==> src/design/tlv_header_parser_core_assert.svh <==
// Assertion macros for the TLV header parser core.
`ifndef TLV_HEADER_PARSER_CORE_ASSERT_SVH
`define TLV_HEADER_PARSER_CORE_ASSERT_SVH

`ifndef ASSERT_OFF

// Condition ante implies cons in the same cycle.
`define TLV_ASSERT_SAME(label, clk, rst, ante, cons) \
  label: assert property (@(posedge clk) disable iff (rst) (ante) |-> (cons)) \
    else $error("tlv_header_parser_core: assertion failed");

// Condition ante implies cons in the next cycle.
`define TLV_ASSERT_NEXT(label, clk, rst, ante, cons) \
  label: assert property (@(posedge clk) disable iff (rst) (ante) |=> (cons)) \
    else $error("tlv_header_parser_core: assertion failed");

`else

`define TLV_ASSERT_SAME(label, clk, rst, ante, cons)
`define TLV_ASSERT_NEXT(label, clk, rst, ante, cons)

`endif

`endif

==> src/design/tlvhp_pkg.sv <==
package tlvhp_pkg;

  // Largest frame that is not flagged as too long.
  localparam int unsigned MAX_FRAME_BYTES = 4096;

  // Byte counter saturates at MAX_FRAME_BYTES + 1.
  localparam int unsigned COUNT_W = $clog2(MAX_FRAME_BYTES + 2);

  // Field widths of the result.
  localparam int unsigned LEN_W   = 24;
  localparam int unsigned IDENT_W = 16;
  localparam int unsigned HDR_W   = 3;
  localparam int unsigned TOTAL_W = 13;

  // Width for header size plus value length against the byte count.
  localparam int unsigned SUM_W = LEN_W + 1;
  localparam int unsigned CMP_W = (COUNT_W > SUM_W) ? COUNT_W : SUM_W;

  // Header phases.
  localparam logic [2:0] PH_TYPE = 3'd0;
  localparam logic [2:0] PH_ID1  = 3'd1;
  localparam logic [2:0] PH_ID2  = 3'd2;
  localparam logic [2:0] PH_LEN  = 3'd3;
  localparam logic [2:0] PH_DONE = 3'd4;

  // Result status codes.
  localparam logic [1:0] ST_OK      = 2'd0;
  localparam logic [1:0] ST_SHORT   = 2'd1;
  localparam logic [1:0] ST_OVERRUN = 2'd2;
  localparam logic [1:0] ST_LONG    = 2'd3;

  // Type byte masks.
  localparam logic [7:0] TYPE_ID_MASK   = 8'hC0;
  localparam logic [7:0] TYPE_WIDE_MASK = 8'h20;
  localparam logic [1:0] LEN_SIZE_MASK  = 2'h3;
  localparam logic [7:0] LEN_INL_MASK   = 8'h07;

endpackage

==> src/design/tlv_header_parser_core.sv <==
// TLV header parser core: decodes the leading TLV header of a byte stream.
// Throughput: one byte per cycle while in_ready is high; each byte updates a small set of registers.
// The result appears in the cycle after the frame's last byte is taken.
// The result register stalls input only while a result waits and out_ready is low.
// Reset (rst, synchronous, active high) clears the header state and out_valid.
module tlv_header_parser_core (
  input  logic        clk,
  input  logic        rst,
  input  logic        in_valid,
  output logic        in_ready,
  input  logic [7:0]  data_byte,
  input  logic        frame_last,
  output logic        out_valid,
  input  logic        out_ready,
  output logic [1:0]  status,
  output logic [1:0]  id_type,
  output logic [15:0] ident,
  output logic [2:0]  value_start,
  output logic [23:0] value_bytes,
  output logic [12:0] total_len
);

  `include "tlv_header_parser_core_assert.svh"

  // Header state
  logic [tlvhp_pkg::COUNT_W-1:0] byte_count, byte_count_next;
  logic [2:0]                    phase, phase_next;
  logic [1:0]                    type_bits, type_bits_next;
  logic                          wide_ident, wide_ident_next;
  logic [1:0]                    length_bytes_left, length_bytes_left_next;
  logic [tlvhp_pkg::IDENT_W-1:0] ident_acc, ident_acc_next;
  logic [tlvhp_pkg::LEN_W-1:0]   length_acc, length_acc_next;
  logic [tlvhp_pkg::HDR_W-1:0]   header_size, header_size_next;

  logic                          accept;
  logic [1:0]                    len_left_dec;
  logic [tlvhp_pkg::CMP_W-1:0]   total_sum;
  logic                          too_long;
  logic                          too_short;
  logic                          overrun;
  logic [1:0]                    status_next;

  assign in_ready = !out_valid || out_ready;
  assign accept   = in_valid && in_ready;
  assign len_left_dec = length_bytes_left - 2'd1;

  // Advance the header decode by one byte
  always_comb begin
    type_bits_next         = type_bits;
    wide_ident_next        = wide_ident;
    length_bytes_left_next = length_bytes_left;
    ident_acc_next         = ident_acc;
    length_acc_next        = length_acc;
    header_size_next       = header_size;
    phase_next             = phase;

    if (byte_count <= tlvhp_pkg::COUNT_W'(tlvhp_pkg::MAX_FRAME_BYTES)) begin
      byte_count_next = byte_count + 1'b1;
    end else begin
      byte_count_next = byte_count;
    end

    case (phase)
      tlvhp_pkg::PH_TYPE: begin
        type_bits_next         = 2'((data_byte & tlvhp_pkg::TYPE_ID_MASK) >> 6);
        wide_ident_next        = |(data_byte & tlvhp_pkg::TYPE_WIDE_MASK);
        length_bytes_left_next = data_byte[4:3] & tlvhp_pkg::LEN_SIZE_MASK;
        if (data_byte[4:3] == 2'd0) begin
          length_acc_next = tlvhp_pkg::LEN_W'(data_byte & tlvhp_pkg::LEN_INL_MASK);
        end else begin
          length_acc_next = '0;
        end
        ident_acc_next   = '0;
        header_size_next = tlvhp_pkg::HDR_W'(1);
        phase_next       = tlvhp_pkg::PH_ID1;
      end
      tlvhp_pkg::PH_ID1: begin
        ident_acc_next   = tlvhp_pkg::IDENT_W'(data_byte);
        header_size_next = header_size + 1'b1;
        if (wide_ident) begin
          phase_next = tlvhp_pkg::PH_ID2;
        end else if (length_bytes_left != 2'd0) begin
          phase_next = tlvhp_pkg::PH_LEN;
        end else begin
          phase_next = tlvhp_pkg::PH_DONE;
        end
      end
      tlvhp_pkg::PH_ID2: begin
        ident_acc_next   = {ident_acc[7:0], data_byte};
        header_size_next = header_size + 1'b1;
        if (length_bytes_left != 2'd0) begin
          phase_next = tlvhp_pkg::PH_LEN;
        end else begin
          phase_next = tlvhp_pkg::PH_DONE;
        end
      end
      tlvhp_pkg::PH_LEN: begin
        length_acc_next        = {length_acc[tlvhp_pkg::LEN_W-9:0], data_byte};
        header_size_next       = header_size + 1'b1;
        length_bytes_left_next = len_left_dec;
        if (len_left_dec == 2'd0) begin
          phase_next = tlvhp_pkg::PH_DONE;
        end
      end
      default: begin
      end
    endcase
  end

  // Classify the frame from the state after its last byte
  assign total_sum = tlvhp_pkg::CMP_W'(header_size_next)
                   + tlvhp_pkg::CMP_W'(length_acc_next);
  assign too_long  = byte_count_next > tlvhp_pkg::COUNT_W'(tlvhp_pkg::MAX_FRAME_BYTES);
  assign too_short = (byte_count_next < tlvhp_pkg::COUNT_W'(2))
                  || (phase_next != tlvhp_pkg::PH_DONE);
  assign overrun   = total_sum > tlvhp_pkg::CMP_W'(byte_count_next);

  always_comb begin
    if (too_long) begin
      status_next = tlvhp_pkg::ST_LONG;
    end else if (too_short) begin
      status_next = tlvhp_pkg::ST_SHORT;
    end else if (overrun) begin
      status_next = tlvhp_pkg::ST_OVERRUN;
    end else begin
      status_next = tlvhp_pkg::ST_OK;
    end
  end

  // Update header state; clear it after the frame's last byte
  always_ff @(posedge clk) begin
    if (rst || (accept && frame_last)) begin
      byte_count        <= '0;
      phase             <= tlvhp_pkg::PH_TYPE;
      type_bits         <= '0;
      wide_ident        <= 1'b0;
      length_bytes_left <= '0;
      ident_acc         <= '0;
      length_acc        <= '0;
      header_size       <= '0;
    end else if (accept) begin
      byte_count        <= byte_count_next;
      phase             <= phase_next;
      type_bits         <= type_bits_next;
      wide_ident        <= wide_ident_next;
      length_bytes_left <= length_bytes_left_next;
      ident_acc         <= ident_acc_next;
      length_acc        <= length_acc_next;
      header_size       <= header_size_next;
    end
  end

  // Result valid: set on a last byte, drop when taken
  always_ff @(posedge clk) begin
    if (rst) begin
      out_valid <= 1'b0;
    end else if (accept && frame_last) begin
      out_valid <= 1'b1;
    end else if (out_ready) begin
      out_valid <= 1'b0;
    end
  end

  // Result payload: fields but status are zero for short or long frames; total_len is zero on overrun
  always_ff @(posedge clk) begin
    if (accept && frame_last) begin
      status <= status_next;
      if (too_long || too_short) begin
        id_type     <= '0;
        ident       <= '0;
        value_start <= '0;
        value_bytes <= '0;
        total_len   <= '0;
      end else begin
        id_type     <= type_bits_next;
        ident       <= ident_acc_next;
        value_start <= header_size_next;
        value_bytes <= length_acc_next;
        if (overrun) begin
          total_len <= '0;
        end else begin
          total_len <= total_sum[tlvhp_pkg::TOTAL_W-1:0];
        end
      end
    end
  end

  // Checks
  `TLV_ASSERT_NEXT(a_last_gives_result, clk, rst, accept && frame_last, out_valid)
  `TLV_ASSERT_NEXT(a_last_clears_state, clk, rst, accept && frame_last,
                   phase == tlvhp_pkg::PH_TYPE && byte_count == '0)
  `TLV_ASSERT_SAME(a_bad_total_zero, clk, rst, out_valid && status != tlvhp_pkg::ST_OK,
                   total_len == '0)
  `TLV_ASSERT_SAME(a_ok_hdr_size, clk, rst, out_valid && status == tlvhp_pkg::ST_OK,
                   value_start >= 3'd2 && value_start <= 3'd6)

endmodule

==> config.mk <==
export PLATFORM = sky130hd
export DESIGN_NAME = tlv_header_parser_core
export DESIGN_NICKNAME = d
export VERILOG_FILES = /design/src/design/tlvhp_pkg.sv /design/src/design/tlv_header_parser_core.sv
export VERILOG_INCLUDE_DIRS = /design/src /design/src/design
export SDC_FILE = /design/constraint.sdc
export NUM_CORES = 1
export LEC_CHECK = 0
export ABC_CLOCK_PERIOD_IN_PS = 6800
export BUFFER_PORTS_ARGS = -buffer_cell sky130_fd_sc_hd__buf_2
export CORE_MARGIN = 2
export CORE_UTILIZATION = 45
export DETAILED_ROUTE_END_ITERATION = 8
export MAX_ROUTING_LAYER = met4
export SLEW_MARGIN = 25
export SYNTH_ARGS = -nofsm -noshare
export SYNTH_HDL_FRONTEND = slang
export SYNTH_SLANG_ARGS = --single-unit
==> constraint.sdc <==
create_clock -name clk -period 6.8 [get_ports clk]
set_clock_uncertainty 0.15 [all_clocks]
set_input_delay 0 -clock clk [delete_from_list [all_inputs] [get_ports clk]]
set_output_delay 0 -clock clk [all_outputs]
set_load 0.05 [all_outputs]
==> summary.txt <==
Logic synthesis
  – Yosys reg bits: 125
  – Post-synth top area share: approximately a quarter
  – Synth unique cells: 69
  – Largest cells by area after synthesis: edfxtp_1 (27%), dfxtp_1 (19%), nor2_1 (6.8%), a22oi_1 (6.2%), ha_1 (3.9%)
  – Synthesized instance count: 720
  – Register area share after synthesis: 45.8%
  – Largest area contributor in the netlist: edfxtp_1
  – Top_reg_cell synth: dfxtp_1
  – Fraction of synthesis flops using an asynchronous set or reset pin: 0%
  – Mapped Area: 0.00678 mm^2
  – EDFF count, synth: 60
  – Synth warnings: 0
  – Post-Syn Nets: 755
  – Avg Cell Area, Syn: 9.42 um^2

GRT
  – Total GRT Usage: 23.7%
  – Initial antenna violation count: 0
  – Pin count of the biggest net entering global routing: 65
  – First-pass GRT wire length: 28900 um
  – Grt total ovfl: 0
  – Vias in the first global route: 5589

Clock network
  – CTS buffer count: 17
  – Clock tree buffer depth: 2
  – CTS sink cnt: 125
  – CTS H-tree lvls: 4
  – Clock Root Buffer: clkbuf_16
  – TritonCTS clock tree: done
  – Setup Buffers After CTS: 0
  – Clock slew at reported path FFs: 60 ps
  – Clock latency on the worst-skew pair: 430 ps

Placed design
  – IO Port Bufs: 74
  – Placed Cells: just over 900
  – Estimated wirelength of the detail-placed design: 12300 um
  – GP Congestion: ~0.90

Floorplan
  – Die area: 0.0161 mm^2
  – FP Rows: 44
  – Ports: 75
  – Starting Density: 46.3%
  – Die Wd: 127 um
  – Height of the die: 127 um
  – Core area: 0.0146 mm^2

Power and ir drop
  – Pwr dens: 247 mW/mm^2
  – Leak: 2.91 nW
  – Max VDD drop: between 0.2 and 0.25 mV
  – Post-layout power: about 2.0 mW

Timing
  – Relative slew slack: between 30% and 40%
  – Unrepaired setup endpoints after global routing: false
  – Period utilization: 90.0%
  – Worst Max-Slew Pin Slew: 925 ps
  – Minimum clock period: 6120 ps
  – FMAX: 163 MHz
  – Hold slack: 61.9 ps
  – Setup-failing EPs final: 0
  – Final Hold Fails: 0
  – Slew Limit Fails: 0
  – Setup_tns: 0 ps

Final layout
  – ANT cells: 0
  – Final Non-Filler Cells: 975
  – Area grow syn2layout: 16.5%
  – Share of cells above drive strength 1: between 10% and 20%
  – Fin nets: 813

Drt
  – Via count: ~5.6k
  – Remaining antenna violation count: 0
  – Routed WL: 17700 um
  – DR iter-0 viols: 611
  – Pre-antenna DRT Iters: 5
  – Wirelength per Cell: between 15 and 20 um
  – Via/cell ratio: 5.79
  – # DRC: 0

Setup path
  – Crit path capture type: register
  – Critical-path maximum fanout: 27
  – CP startpoint kind: register
  – Critical Path, Cell by Cell: buf_4, and2b_1, nand2_1, o21ai_0, nand2_1, o21ai_0, ha_1, a21o_1, a21oi_1, or4b_1, nor2_1, xnor2_1, ha_1, and4_1, nand3_1, a21oi_1, a2111oi_0, o21ai_0, nor4_4, nand3_1, nor2_1
  – Most frequent cell on the critical path: o21ai_0
  – CP arrival: 6240 ps
  – Crit path largest cell delay: between 600 and 700 ps
  – Critical path class: reg -> reg
  – CP required: roughly 6900 ps
  – CP max-delay cell: or4b_1

Outcome
  – Status: finished, final reports clean

Run
  – Max-capacitance violation count: 0

Hold path
  – Worst min path class: in -> reg
[logic make-up (layout without fill, tap and decap cells)]
kind of cell	Yosys count	count (layout)	share of synthesized area, %
buffers and inverters	69	140	4.61
AO/OA/AOI/OAI	166	166	17.3
flip-flops	125	125	45.8
adder cells (fa/ha/maj)	22	22	4.17
multiplexers	10	10	1.50
XOR/XNOR	41	41	5.30
AND/OR/NAND/NOR	287	287	21.3
[cell type report]
class	count	area (um^2)
repair buffers	91	523
inverters	17	63.8
flip-flops and latches	125	3100
multi-input cells	526	3370
fillers	1350	6750
clock buffers	26	520
clock inverters	6	82.6
well taps	184	230
[placed cells by master (no fill, tap or decap), types with 22 or more instances in the layout]
master and n:
nand2_1 44, buf_2 74, dfxtp_1 65, a22oi_1 56
nor2_1 122, o21ai_0 25, a21oi_1 28, edfxtp_1 60
and2_1 22, xnor2_1 26
[registers in the layout, summed over array words and instances, names as in the netlist, 2 cells and up]
| name | cells |
|---|---|
| length_bytes_left | 2 |
| id_type | 2 |
| length_acc | 24 |
| byte_count | 13 |
| header_size | 3 |
| total_len | 13 |
| ident_acc | 16 |
| ident | 16 |
| value_bytes | 24 |
| status | 2 |
| phase | 3 |
| value_start | 3 |
| type_bits | 2 |
[routing by layer]
metal | vias to the layer above | GRT usage [%] | wire (um)
met4 | 0 | 8.92 | 450
met1 | 2726 | 31.0 | 8140
li1 | 2727 | - | -
met5 | - | - | 0
met2 | 163 | 36.1 | 8350
met3 | 32 | 5.36 | 778
[what timing repair did]
| item | CTS | global route |
|---|---|---|
| endpoints found under the hold margin | 32 | 0 |
| resized for setup | 0 | 1 |
| setup endpoints to repair | 0 | 6 |
| hold buffers | 10 | 0 |
[final timing paths]
path	from	to	slack (ps)	cells after the start
worst max-delay path	phase[1]	total_len[7]	680	21
worst min register to register	type_bits[1]	type_bits[1]	310	2
worst max register to register	phase[1]	total_len[7]	680	21
worst min-delay path	in_valid	header_size[0]	60	4
[Yosys cell counts, types with 13 or more instances]
cell and number:
nor2_1 122, xnor2_1 26, a21oi_1 28, inv_1 16, o21ai_0 25, dfxtp_1 65
and2_1 22, a22oi_1 56, nand4_1 13, clkbuf_1 27, buf_2 15, xor2_1 15
edfxtp_1 60, ha_1 21, nand2_1 44, nand3_1 16
[metrics by stage]
step,utilization (%),setup WS [ps],area (um^2)
6_report,53.9,682,7900
2_1_floorplan,-,1520,6780
3_3_place_gp,49.1,964,7180
4_1_cts,53.9,575,7890
3_5_place_dp,49.1,617,7180
5_1_grt,53.9,96.1,7900
[worst max-delay path, delay by kind of cell (launching register included)]
family	cells	cell delay [ps]
adder cells (fa/ha/maj)	2	540
AO/OA/AOI/OAI	7	1440
flip-flops	1	310
buffers and inverters	1	250
AND/OR/NAND/NOR	10	3080
XOR/XNOR	1	190
[where the power goes]
| part | leakage (nW) | switching, mW | internal (mW) |
|---|---|---|---|
| registers | 1.10 | 0.0110 | 0.808 |
| clock network | 0.295 | 0.322 | 0.598 |
| logic | 1.52 | 0.157 | 0.0567 |
Note: power is estimated with default switching activity, not from simulation.
